$ cat config.mk
export PLATFORM = sky130hd
export DESIGN_NAME = interrupt_vector_block_allocator_core
export DESIGN_NICKNAME = d
export VERILOG_FILES = /design/src/rtl/ivba_pkg.sv /design/src/rtl/interrupt_vector_block_allocator_core.sv
export VERILOG_INCLUDE_DIRS = /design/src /design/src/rtl
export SDC_FILE = /design/constraint.sdc
export NUM_CORES = 1
export LEC_CHECK = 0
export CAP_MARGIN = 20
export CORE_AREA = 5 5 115 226
export DETAILED_ROUTE_END_ITERATION = 6
export DIE_AREA = 0 0 120 231
export DONT_BUFFER_PORTS = 1
export PLACE_DENSITY_LB_ADDON = 0.3
export SYNTH_ARGS = -nofsm -noshare
export SYNTH_HDL_FRONTEND = slang
export SYNTH_SLANG_ARGS = --single-unit
$ cat constraint.sdc
create_clock -name clk -period 11.9 [get_ports clk]
set_clock_uncertainty 0.05 [all_clocks]
set_input_delay 1.19 -clock clk [delete_from_list [all_inputs] [get_ports clk]]
set_output_delay 1.19 -clock clk [all_outputs]
set_load 0.1 [all_outputs]
$ cat src/rtl/interrupt_vector_block_allocator_core_defines.svh
// Assertion macros shared by the allocator RTL.
// Depends on nothing; included inside module bodies that declare clk and rst.
`ifndef INTERRUPT_VECTOR_BLOCK_ALLOCATOR_CORE_DEFINES_SVH
`define INTERRUPT_VECTOR_BLOCK_ALLOCATOR_CORE_DEFINES_SVH

// Check a property on every rising edge outside reset.
`define IVBA_CHECK(label, prop, msg) \
  label: assert property (@(posedge clk) disable iff (rst) (prop)) else $error(msg);

// Check a property on every rising edge, reset included.
`define IVBA_CHECK_ALWAYS(label, prop, msg) \
  label: assert property (@(posedge clk) (prop)) else $error(msg);

`endif

$ cat src/rtl/ivba_pkg.sv
// Shared types and codes for the interrupt vector block allocator.
// Depends on nothing.
package ivba_pkg;

  localparam int MODE_W   = 2;
  localparam int RANGE_W  = 9;
  localparam int STATUS_W = 2;
  localparam int VEC_W    = 8;

  localparam logic [MODE_W-1:0] MODE_CLEAR  = 2'd0;
  localparam logic [MODE_W-1:0] MODE_SINGLE = 2'd1;
  localparam logic [MODE_W-1:0] MODE_BLOCK  = 2'd2;
  localparam logic [MODE_W-1:0] MODE_UNUSED = 2'd3;

  localparam logic [STATUS_W-1:0] ST_OK        = 2'd0;
  localparam logic [STATUS_W-1:0] ST_NOT_INIT  = 2'd1;
  localparam logic [STATUS_W-1:0] ST_BAD_RANGE = 2'd2;
  localparam logic [STATUS_W-1:0] ST_NO_SPACE  = 2'd3;

  typedef enum logic [2:0] {
    S_IDLE,
    S_WIPE,
    S_READ,
    S_TEST,
    S_CLAIM,
    S_OUT
  } state_t;

endpackage

$ cat src/rtl/interrupt_vector_block_allocator_core.sv
// Interrupt vector block allocator: occupancy memory, scan sequencer, result register.
// Depends on ivba_pkg and interrupt_vector_block_allocator_core_defines.svh.
// Sequence: unused-mode, not-initialized, bad-range and oversized requests go straight to S_OUT;
//   a clear wipes the map one entry per cycle, then answers. Allocations test each entry in
//   S_READ, then S_TEST (read, then check), then mark the block one entry per cycle in S_CLAIM.
// Throughput: one request at a time; s_tready is high only while idle.
// Reset (rst, synchronous, active high): not initialized, no result; the map is wiped by clear.
module interrupt_vector_block_allocator_core #(
  parameter int NUM_VECTORS   = 256,
  parameter int FIRST_DYNAMIC = 64
) (
  input  logic                        clk,
  input  logic                        rst,
  // request channel
  input  logic                        s_tvalid,
  output logic                        s_tready,
  input  logic [15:0]                 s_tdata,   // [8:0] range, rest zero
  input  logic [ivba_pkg::MODE_W-1:0] s_tuser,   // [1:0] mode
  // result channel
  output logic                        m_tvalid,
  input  logic                        m_tready,
  output logic [7:0]                  m_tdata,   // [7:0] vector
  output logic [ivba_pkg::STATUS_W-1:0] m_tuser  // [1:0] status
);
  import ivba_pkg::*;

  `include "interrupt_vector_block_allocator_core_defines.svh"

  // Index width, counter width (can hold NUM_VECTORS), end-of-block width.
  localparam int IW = $clog2(NUM_VECTORS);
  localparam int CW = IW + 1;
  localparam int EW = CW + 1;

  localparam logic [CW-1:0] FD_C   = CW'(FIRST_DYNAMIC);
  localparam logic [CW-1:0] LAST_C = CW'(NUM_VECTORS - 1);
  localparam logic [EW-1:0] NV_E   = EW'(NUM_VECTORS);

  // Occupancy map: one flag per vector, one access per cycle with a registered read.
  logic                   occ_mem [NUM_VECTORS];
  logic                   occ_rd;
  logic                   initialized;

  state_t state, state_next;

  // Sequencer registers: scan index, candidate base, block length.
  logic [CW-1:0]       idx, idx_next;
  logic [CW-1:0]       base, base_next;
  logic [CW-1:0]       len, len_next;
  logic [STATUS_W-1:0] res_status, res_status_next;
  logic [VEC_W-1:0]    res_vector, res_vector_next;

  logic [MODE_W-1:0]  req_mode;
  logic [RANGE_W-1:0] req_range;
  logic               accept;
  logic               out_free;

  // Shared arithmetic: end of the candidate block and the alignment mask.
  logic [CW-1:0] mask;
  logic [EW-1:0] end_sum;
  logic [EW-1:0] last_idx;
  logic          claim_done;

  // Start-of-search computation for a newly accepted length.
  logic [CW-1:0]      new_len;
  logic [CW-1:0]      new_mask;
  logic [CW-1:0]      start_raw;
  logic [EW-1:0]      start_up;
  logic               range_pow2;
  logic               range_big;

  // Terms for the checks at the end.
  logic               fail_out;
  logic               out_stall;
  logic               in_block;

  assign req_mode  = s_tuser;
  assign req_range = s_tdata[RANGE_W-1:0];
  assign s_tready  = (state == S_IDLE);
  assign accept    = s_tvalid && s_tready;
  assign out_free  = !m_tvalid || m_tready;

  assign mask     = len - CW'(1);
  assign end_sum  = {1'b0, base} + {1'b0, len};
  assign last_idx = end_sum - EW'(1);
  assign claim_done = ({1'b0, idx} == last_idx);

  assign range_pow2 = (req_range != '0) && ((req_range & (req_range - RANGE_W'(1))) == '0);
  assign range_big  = ({1'b0, req_range} >= (RANGE_W + 1)'(NUM_VECTORS));

  assign fail_out  = m_tvalid && (m_tuser != ST_OK);
  assign out_stall = m_tvalid && !m_tready;
  assign in_block  = (idx >= base) && ({1'b0, idx} < end_sum);

  always_comb begin
    if (req_mode == MODE_SINGLE) begin
      new_len = CW'(1);
    end else begin
      new_len = req_range[CW-1:0];
    end
    new_mask  = new_len - CW'(1);
    start_raw = (new_len > FD_C) ? new_len : FD_C;
    // Round the search start up to a multiple of the block length.
    start_up  = ({1'b0, start_raw} + {1'b0, new_mask}) & ~{1'b0, new_mask};
  end

  // Next-state logic.
  always_comb begin
    state_next = state;
    case (state)
      S_IDLE: begin
        if (accept) begin
          if (req_mode == MODE_CLEAR) begin
            state_next = S_WIPE;
          end else if (req_mode == MODE_UNUSED || !initialized) begin
            state_next = S_OUT;
          end else if (req_mode == MODE_SINGLE) begin
            state_next = S_READ;
          end else if (!range_pow2 || range_big) begin
            state_next = S_OUT;
          end else begin
            state_next = S_READ;
          end
        end
      end
      S_WIPE: begin
        if (idx == LAST_C) begin
          state_next = S_OUT;
        end
      end
      S_READ: begin
        if (end_sum > NV_E) begin
          state_next = S_OUT;
        end else begin
          state_next = S_TEST;
        end
      end
      S_TEST: begin
        if (!occ_rd && claim_done) begin
          state_next = S_CLAIM;
        end else begin
          state_next = S_READ;
        end
      end
      S_CLAIM: begin
        if (claim_done) begin
          state_next = S_OUT;
        end
      end
      S_OUT: begin
        if (out_free) begin
          state_next = S_IDLE;
        end
      end
      default: state_next = S_IDLE;
    endcase
  end

  // Datapath and result logic.
  always_comb begin
    idx_next        = idx;
    base_next       = base;
    len_next        = len;
    res_status_next = res_status;
    res_vector_next = res_vector;
    case (state)
      S_IDLE: begin
        if (accept) begin
          res_vector_next = '0;
          len_next        = new_len;
          base_next       = start_up[CW-1:0];
          idx_next        = start_up[CW-1:0];
          if (req_mode == MODE_CLEAR) begin
            idx_next        = '0;
            res_status_next = ST_OK;
          end else if (req_mode == MODE_UNUSED) begin
            res_status_next = ST_BAD_RANGE;
          end else if (!initialized) begin
            res_status_next = ST_NOT_INIT;
          end else if (req_mode == MODE_BLOCK && !range_pow2) begin
            res_status_next = ST_BAD_RANGE;
          end else if (req_mode == MODE_BLOCK && range_big) begin
            res_status_next = ST_NO_SPACE;
          end else begin
            res_status_next = ST_OK;
          end
        end
      end
      S_WIPE: begin
        idx_next = idx + CW'(1);
      end
      S_READ: begin
        if (end_sum > NV_E) begin
          res_status_next = ST_NO_SPACE;
          res_vector_next = '0;
        end
      end
      S_TEST: begin
        if (occ_rd) begin
          // Skip to the next aligned block past the occupied entry.
          base_next = (idx | mask) + CW'(1);
          idx_next  = (idx | mask) + CW'(1);
        end else if (claim_done) begin
          idx_next = base;
        end else begin
          idx_next = idx + CW'(1);
        end
      end
      S_CLAIM: begin
        if (claim_done) begin
          res_status_next = ST_OK;
          res_vector_next = VEC_W'(base[IW-1:0]);
        end else begin
          idx_next = idx + CW'(1);
        end
      end
      default: begin
      end
    endcase
  end

  always_ff @(posedge clk) begin
    if (rst) begin
      state       <= S_IDLE;
      initialized <= 1'b0;
      m_tvalid    <= 1'b0;
    end else begin
      state <= state_next;
      if (accept && req_mode == MODE_CLEAR) begin
        initialized <= 1'b1;
      end
      if (state == S_OUT && out_free) begin
        m_tvalid <= 1'b1;
      end else if (m_tready) begin
        m_tvalid <= 1'b0;
      end
    end
  end

  // Map port: wipe or mark the entry at idx; read it back through the occ_rd register.
  always_ff @(posedge clk) begin
    if (state == S_WIPE) begin
      occ_mem[idx[IW-1:0]] <= 1'b0;
    end else if (state == S_CLAIM) begin
      occ_mem[idx[IW-1:0]] <= 1'b1;
    end
    occ_rd <= occ_mem[idx[IW-1:0]];
  end

  // Payload registers: no reset needed.
  always_ff @(posedge clk) begin
    idx        <= idx_next;
    base       <= base_next;
    len        <= len_next;
    res_status <= res_status_next;
    res_vector <= res_vector_next;
    if (state == S_OUT && out_free) begin
      m_tuser <= res_status;
      m_tdata <= res_vector;
    end
  end

  // A failed request never reports a vector.
  `IVBA_CHECK(a_fail_zero, fail_out |-> (m_tdata == '0), "failed result carries a vector")
  // A stalled result stays valid and unchanged.
  `IVBA_CHECK(a_hold, out_stall |=> m_tvalid && $stable({m_tuser, m_tdata}), "result lost")
  // The tested entry stays inside the current candidate block.
  `IVBA_CHECK(a_scan_in_block, (state == S_TEST) |-> in_block, "scan index left the block")
  // Candidate blocks stay aligned to their length.
  `IVBA_CHECK(a_scan_aligned, (state == S_READ) |-> ((base & mask) == '0), "block misaligned")
  // Marking stays inside the map.
  `IVBA_CHECK(a_claim_in_map, (state == S_CLAIM) |-> ({1'b0, idx} < NV_E), "claim past the map")

endmodule
# Word level (Yosys, flattened, before mapping)
# Memory sizes are Yosys's and may differ from the RTL's. A register that Yosys moved wholly into a read port is not among the register bits.
# Cells that the tools add are included.
# op_classes
bitwise	5
order_cmp	3
n_mux	43
add_sub_neg	8
eq_ne	17
reduce_logical	27
# ops
operator	count
$mux 9	9
$pmux 9 s4	1
$mux 3	10
$sub 9x1->9 const B	3
$mux 8	3
$pmux 8 s3	1
$add 9x1->9 const B	2
$and 9x9->9	2
$pmux 3 s6	1
$pmux 9 s2	1
$mux 2	8
$ne 2x2->1 const B	6
$add 9x9->10	1
$eq 9x10->1	1
$gt 10x9->1 const B	1
$sub 10x1->10 const B	1
$add 9x9->9	1
$eq 9x8->1 const B	1
$ge 9x9->1 const B	1
$gt 9x7->1 const B	1
$logic_not 9->1	1
$not 9->9	1
$or 9x9->9	1
$reduce_bool 9->1	1
other kinds (20)	44
# word_totals
mem_bits_rw	256
in_bits	22
ff_bits	52
elab_cells	114
n_memories	1
# memory_table
memory	words	width	read_ports	rd_ports_with_merged_regs	wr	line	source
occ_mem	256	1	1	1	1	interrupt_vector_block_allocator_core.sv:39	logic occ_mem [NUM_VECTORS];

# Depth between registers and ports, before layout
# depth
ltp_word	12
mapped_depth	18
depth_no_buf	17

# Worst setup path after synthesis
# No wires, ideal clock.
# synth_timing
path_kind	register to register
startpoint	reg state[2]
endpoint	reg idx[0] (enable)
path_stages_with_launch	7
required_ps	11471
setup_ps	379
arrival_ps	5737
path_slack_ps	5734
path_buffers	2
cell_sequence	dfxtp_1 -> clkbuf_1 -> nor2b_1 -> and2_1 -> clkbuf_1 -> inv_1 -> o22ai_1
# synth_via
elab_chain_len	4
# synth_lines
element	line	source
from (decl)	interrupt_vector_block_allocator_core.sv:43	state_t state, state_next;
from (signal assigned)	interrupt_vector_block_allocator_core.sv:227	state <= state_next;
$logic_not 3->1	interrupt_vector_block_allocator_core.sv:78, interrupt_vector_block_allocator_core.sv:165	
$logic_and 1x1->1	interrupt_vector_block_allocator_core.sv:79	assign accept = s_tvalid && s_tready;
$ne 2x1->1 (no line)	-	
$reduce_and 3->1 (no line) (*)	-	
to (signal assigned)	interrupt_vector_block_allocator_core.sv:251	idx <= idx_next;
to (decl)	interrupt_vector_block_allocator_core.sv:46	logic [CW-1:0] idx, idx_next;
# Every way passes the cells marked *; elsewhere a longest branch is shown, timed or not.
# A chain may end at the register's enable or synchronous reset.

# Worst setup path in the final report
# layout_timing
startpoint	in s_tuser[1] in the netlist's numbering
endpoint	reg idx[8] (data pin)
# layout_via
elab_chain_len	9
# layout_lines
element	line	source
from (decl)	interrupt_vector_block_allocator_core.sv:18	input logic [ivba_pkg::MODE_W-1:0] s_tuser,
$eq 2x1->1	interrupt_vector_block_allocator_core.sv:95	if (req_mode == MODE_SINGLE) begin
$mux 9	interrupt_vector_block_allocator_core.sv:95	
$gt 9x7->1	interrupt_vector_block_allocator_core.sv:101	start_raw = (new_len > FD_C) ? new_len : FD_C;
$mux 9	interrupt_vector_block_allocator_core.sv:101	
$add 9x9->9	interrupt_vector_block_allocator_core.sv:103	start_up = ({1'b0, start_raw} + {1'b0, new_mask}) & ~{1'b0, new_mask};
$and 9x9->9	interrupt_vector_block_allocator_core.sv:103	
$mux 9 (*)	interrupt_vector_block_allocator_core.sv:172	if (req_mode == MODE_CLEAR) begin
$mux 9 (*)	interrupt_vector_block_allocator_core.sv:167	if (accept) begin
$pmux 9 s4 (*)	interrupt_vector_block_allocator_core.sv:165	case (state)
named net idx_next[8]	interrupt_vector_block_allocator_core.sv:46	
# The timed path passes the listed nets; every way through them passes the cells marked *. The select of a mux whose other input is x is not followed.

==> flow_metrics.env <==
export IMPL_status="finished, final reports clean"
export IMPL_rsz0062_at_grt="false"
export IMPL_power_mw=3.812
export IMPL_hpwl_um=20320
export IMPL_fin_crit_sh_pct=42.96
export IMPL_crit_fanout=12
export IMPL_track_usage_pct=25.47
export IMPL_synthDistinctLibCells=82
export IMPL_p_leak_nw=5.278
export IMPL_hold_path_class="reg -> reg"
export IMPL_final_max_slew_viol_count=0
export IMPL_tightestPinTransition_ns=1.097
export IMPL_clockPowerShare_pct=23.6
export IMPL_crit_path_start_kind="input pin"
export IMPL_gp_congestion=0.8710
export IMPL_crit_buf_inv=0
export IMPL_grt_max_degree=150
export IMPL_area_growth_pct=6.983
export IMPL_synth_edf_count=303
export IMPL_hold_violations=0
export IMPL_clock_tree_root_cell="clkbuf_16"
export IMPL_switchingPower_mw=1.355
export IMPL_max_slew_margin_rel_pct=26.72
export IMPL_met3_usage_pct=3.040
export IMPL_syn_inst=1180
export IMPL_hold_buffers=0
export IMPL_crit_family="compound AO/OA/AOI/OAI gates"
export IMPL_htreeDepth=1
export IMPL_dieArea_mm2=0.02772
export IMPL_final_common_cell="nor2_1"
export IMPL_dr_pass1_iters=6
export IMPL_syn_avg_cell_area_um2=13.04
export IMPL_vdd_ir_drop_max_v=0.0001862
export IMPL_clkTransAtPathRegs_ns=0.07
export IMPL_syn_cell_area_mm2=0.01539
export IMPL_mostFrequentLayoutCells="nor2_1 (307), edfxtp_1 (303), mux4_2 (83)"
export IMPL_path_cells="nand2b_1, nand2_1, ha_1, nand3_1, or3_1, a211oi_1, nor2_1, fa_1, a21o_1, a21o_1, a21o_1, a21oi_1, o21bai_1, a21oi_1, nor2_1, a22oi_1, o221ai_1"
export IMPL_cts_setup_buffers=0
export IMPL_syn_nets=1230
export IMPL_rr_worst_depth=11
export IMPL_cp_depth=17
export IMPL_crit_path_end_kind="flop"
export IMPL_reg2reg_from="base[0]"
export IMPL_setup_viol=0
export IMPL_cts_made_buffers=27
export IMPL_tns_ns=0
export IMPL_ys_warn_count=0
export IMPL_setup_slack_ns=6.788
export IMPL_viasPerCell=6.612
export IMPL_gr_usage_met1_pct=33.50
export IMPL_synthArstFlopShare_pct=0
export IMPL_die_h_um=231
export IMPL_ant_nets=0
export IMPL_pre_cts_ws_ns=6.276
export IMPL_path_common_cell="a21o_1"
export IMPL_holdPathEnd="m_tdata[4]"
export IMPL_grt_ovfl_total=0
export IMPL_numClockSinks=309
export IMPL_hp_start="res_vector[4]"
export IMPL_wl_um=34940
export IMPL_clk_path_buf_depth=3
export IMPL_met2_usage_pct=43.86
export IMPL_drt_initial_drc_count=1272
export IMPL_ctsResizeCount=0
export IMPL_ys_seq_area_share_pct=59.90
export IMPL_grt_pass1_wl_um=53750
export IMPL_tritoncts="done"
export IMPL_nNetsFinal=1194
export IMPL_num_rows=81
export IMPL_drv_cap=0
export IMPL_arrival_ns=5.36
export IMPL_fill_cells=1647
export IMPL_clock_latency_ns=0.56
export IMPL_slowest_stage="a211oi_1"
export IMPL_drc=0
export IMPL_regToRegSetupSlack_ns=7.24
export IMPL_grt_pass1_vias=9575
export IMPL_crit_required_ns=12.14
export IMPL_start_util_pct=63.54
export IMPL_antenna_found_initial=0
export IMPL_seq_power_share_pct=39.4
export IMPL_ioPinCount=34
export IMPL_holdPathStages=0
export IMPL_layout_drive_gt1_share_pct=13.24
export IMPL_insertedDiodeCount=0
export IMPL_combPwrFrac_pct=37.1
export IMPL_die_w_um=120
export IMPL_synth_seq_cells=309
export IMPL_ys_flop_type="edfxtp_1"
export IMPL_crit_type="in -> reg"
export IMPL_max_freq_mhz=195.6
export IMPL_holdWs_ns=0.3686
export IMPL_fin_util_pct=67.98
export IMPL_rr_endpoint="res_vector[3]"
export IMPL_intPower_mw=2.457
export IMPL_min_period_ns=5.113
export IMPL_swShare_pct=35.55
export IMPL_core_area_mm2=0.02422
export IMPL_slowest_delay_ns=0.63
export IMPL_post_drt_wl_per_cell_um=24.05
export IMPL_power_density_mw_per_mm2=231.5
export IMPL_route_vias_total=9607
export IMPL_port_buffers=0
export IMPL_grt_busiest_layer="met2"
per-layer routing:
| layer | vias to the layer above | wire [um] |
|---|---|---|
| li1 | 4280 | - |
| met1 | 4800 | 12700 |
| met2 | 450 | 18190 |
| met3 | 77 | 2913 |
| met4 | 0 | 1141 |
| met5 | - | 0 |
synthesized netlist by cell type, drive strengths merged, types with 8 or more instances:
cell / instances / area share [%]
nor2: 308 / 7.5
nor2b: 14 / 0.57
inv: 27 / 0.66
o21ai: 30 / 0.98
ha: 26 / 2.1
nand2: 56 / 1.4
and2: 16 / 0.65
buf: 21 / 0.68
nand2b: 8 / 0.33
nor3: 16 / 0.52
mux4: 83 / 12
or3: 8 / 0.36
edfxtp: 303 / 59
a21o: 10 / 0.49
a21oi: 23 / 0.77
mux2i: 12 / 0.78
nand3: 14 / 0.46
clkbuf: 56 / 1.4
xor2: 16 / 0.91
xnor2: 30 / 1.8
worst max-delay path by stage:
stage / startpoint / to / slack [ns]
floorplan: state[2] / idx[0] / 5.73
global placement: s_tuser[1] / idx[8] / 6.34
detailed placement: s_tuser[1] / idx[8] / 6.28
CTS: s_tuser[1] / idx[8] / 6.86
global route: s_tuser[1] / idx[8] / 6.45
finish: s_tuser[1] / idx[8] / 6.79
cell families (layout without fill, tap and decap cells):
kind of cell,Yosys count,in the layout,synth area share [%]
buf+inv,104,87,2.707
mux,96,96,13.00
xor+xnor,48,48,2.967
other cells,1,1,0.02436
fa+ha+maj,29,29,2.439
flops,309,309,59.90
compound gates,115,115,5.349
simple gates,478,478,13.62
sequential cells by signal, indices dropped and copies added (netlist names):
signal / flops
idx: 9
m_tvalid: 1
initialized: 1
res_vector: 8
base: 9
res_status: 2
occ_mem: 256
m_tdata: 8
occ_rd: 1
m_tuser: 2
state: 3
len: 9
stage by stage:
step | cells | cell area, um^2
after floorplan | 1180 | 15390
after global placement | 1404 | 15550
after detailed placement | 1404 | 15550
after CTS | 1452 | 16440
final | 1453 | 16470
after global routing | 1453 | 16470
final cells by class:
cell class | instances | area [um^2] | share of cell area [%]
Clock inverter | 15 | 191.4 | 1.163
Multi-Input combinational cell | 767 | 5763 | 35.00
Timing Repair Buffer | 12 | 130.1 | 0.7903
Clock buffer | 33 | 698.2 | 4.240
Inverter | 27 | 101.3 | 0.6155
Sequential cell | 309 | 9219 | 55.99
Tap cell | 290 | 362.8 | 2.204
power groups by stage:
stage / sequential (mW) / combinational [mW] / clock, mW
6_report: 1.50 / 1.41 / 0.899
2_1_floorplan: 1.50 / 1.09 / 0
3_3_place_gp: 1.52 / 1.35 / 0
3_5_place_dp: 1.52 / 1.39 / 0
5_1_grt: 1.51 / 1.52 / 0.951
4_1_cts: 1.50 / 1.40 / 0.903
(Power assumes the default switching activity.)
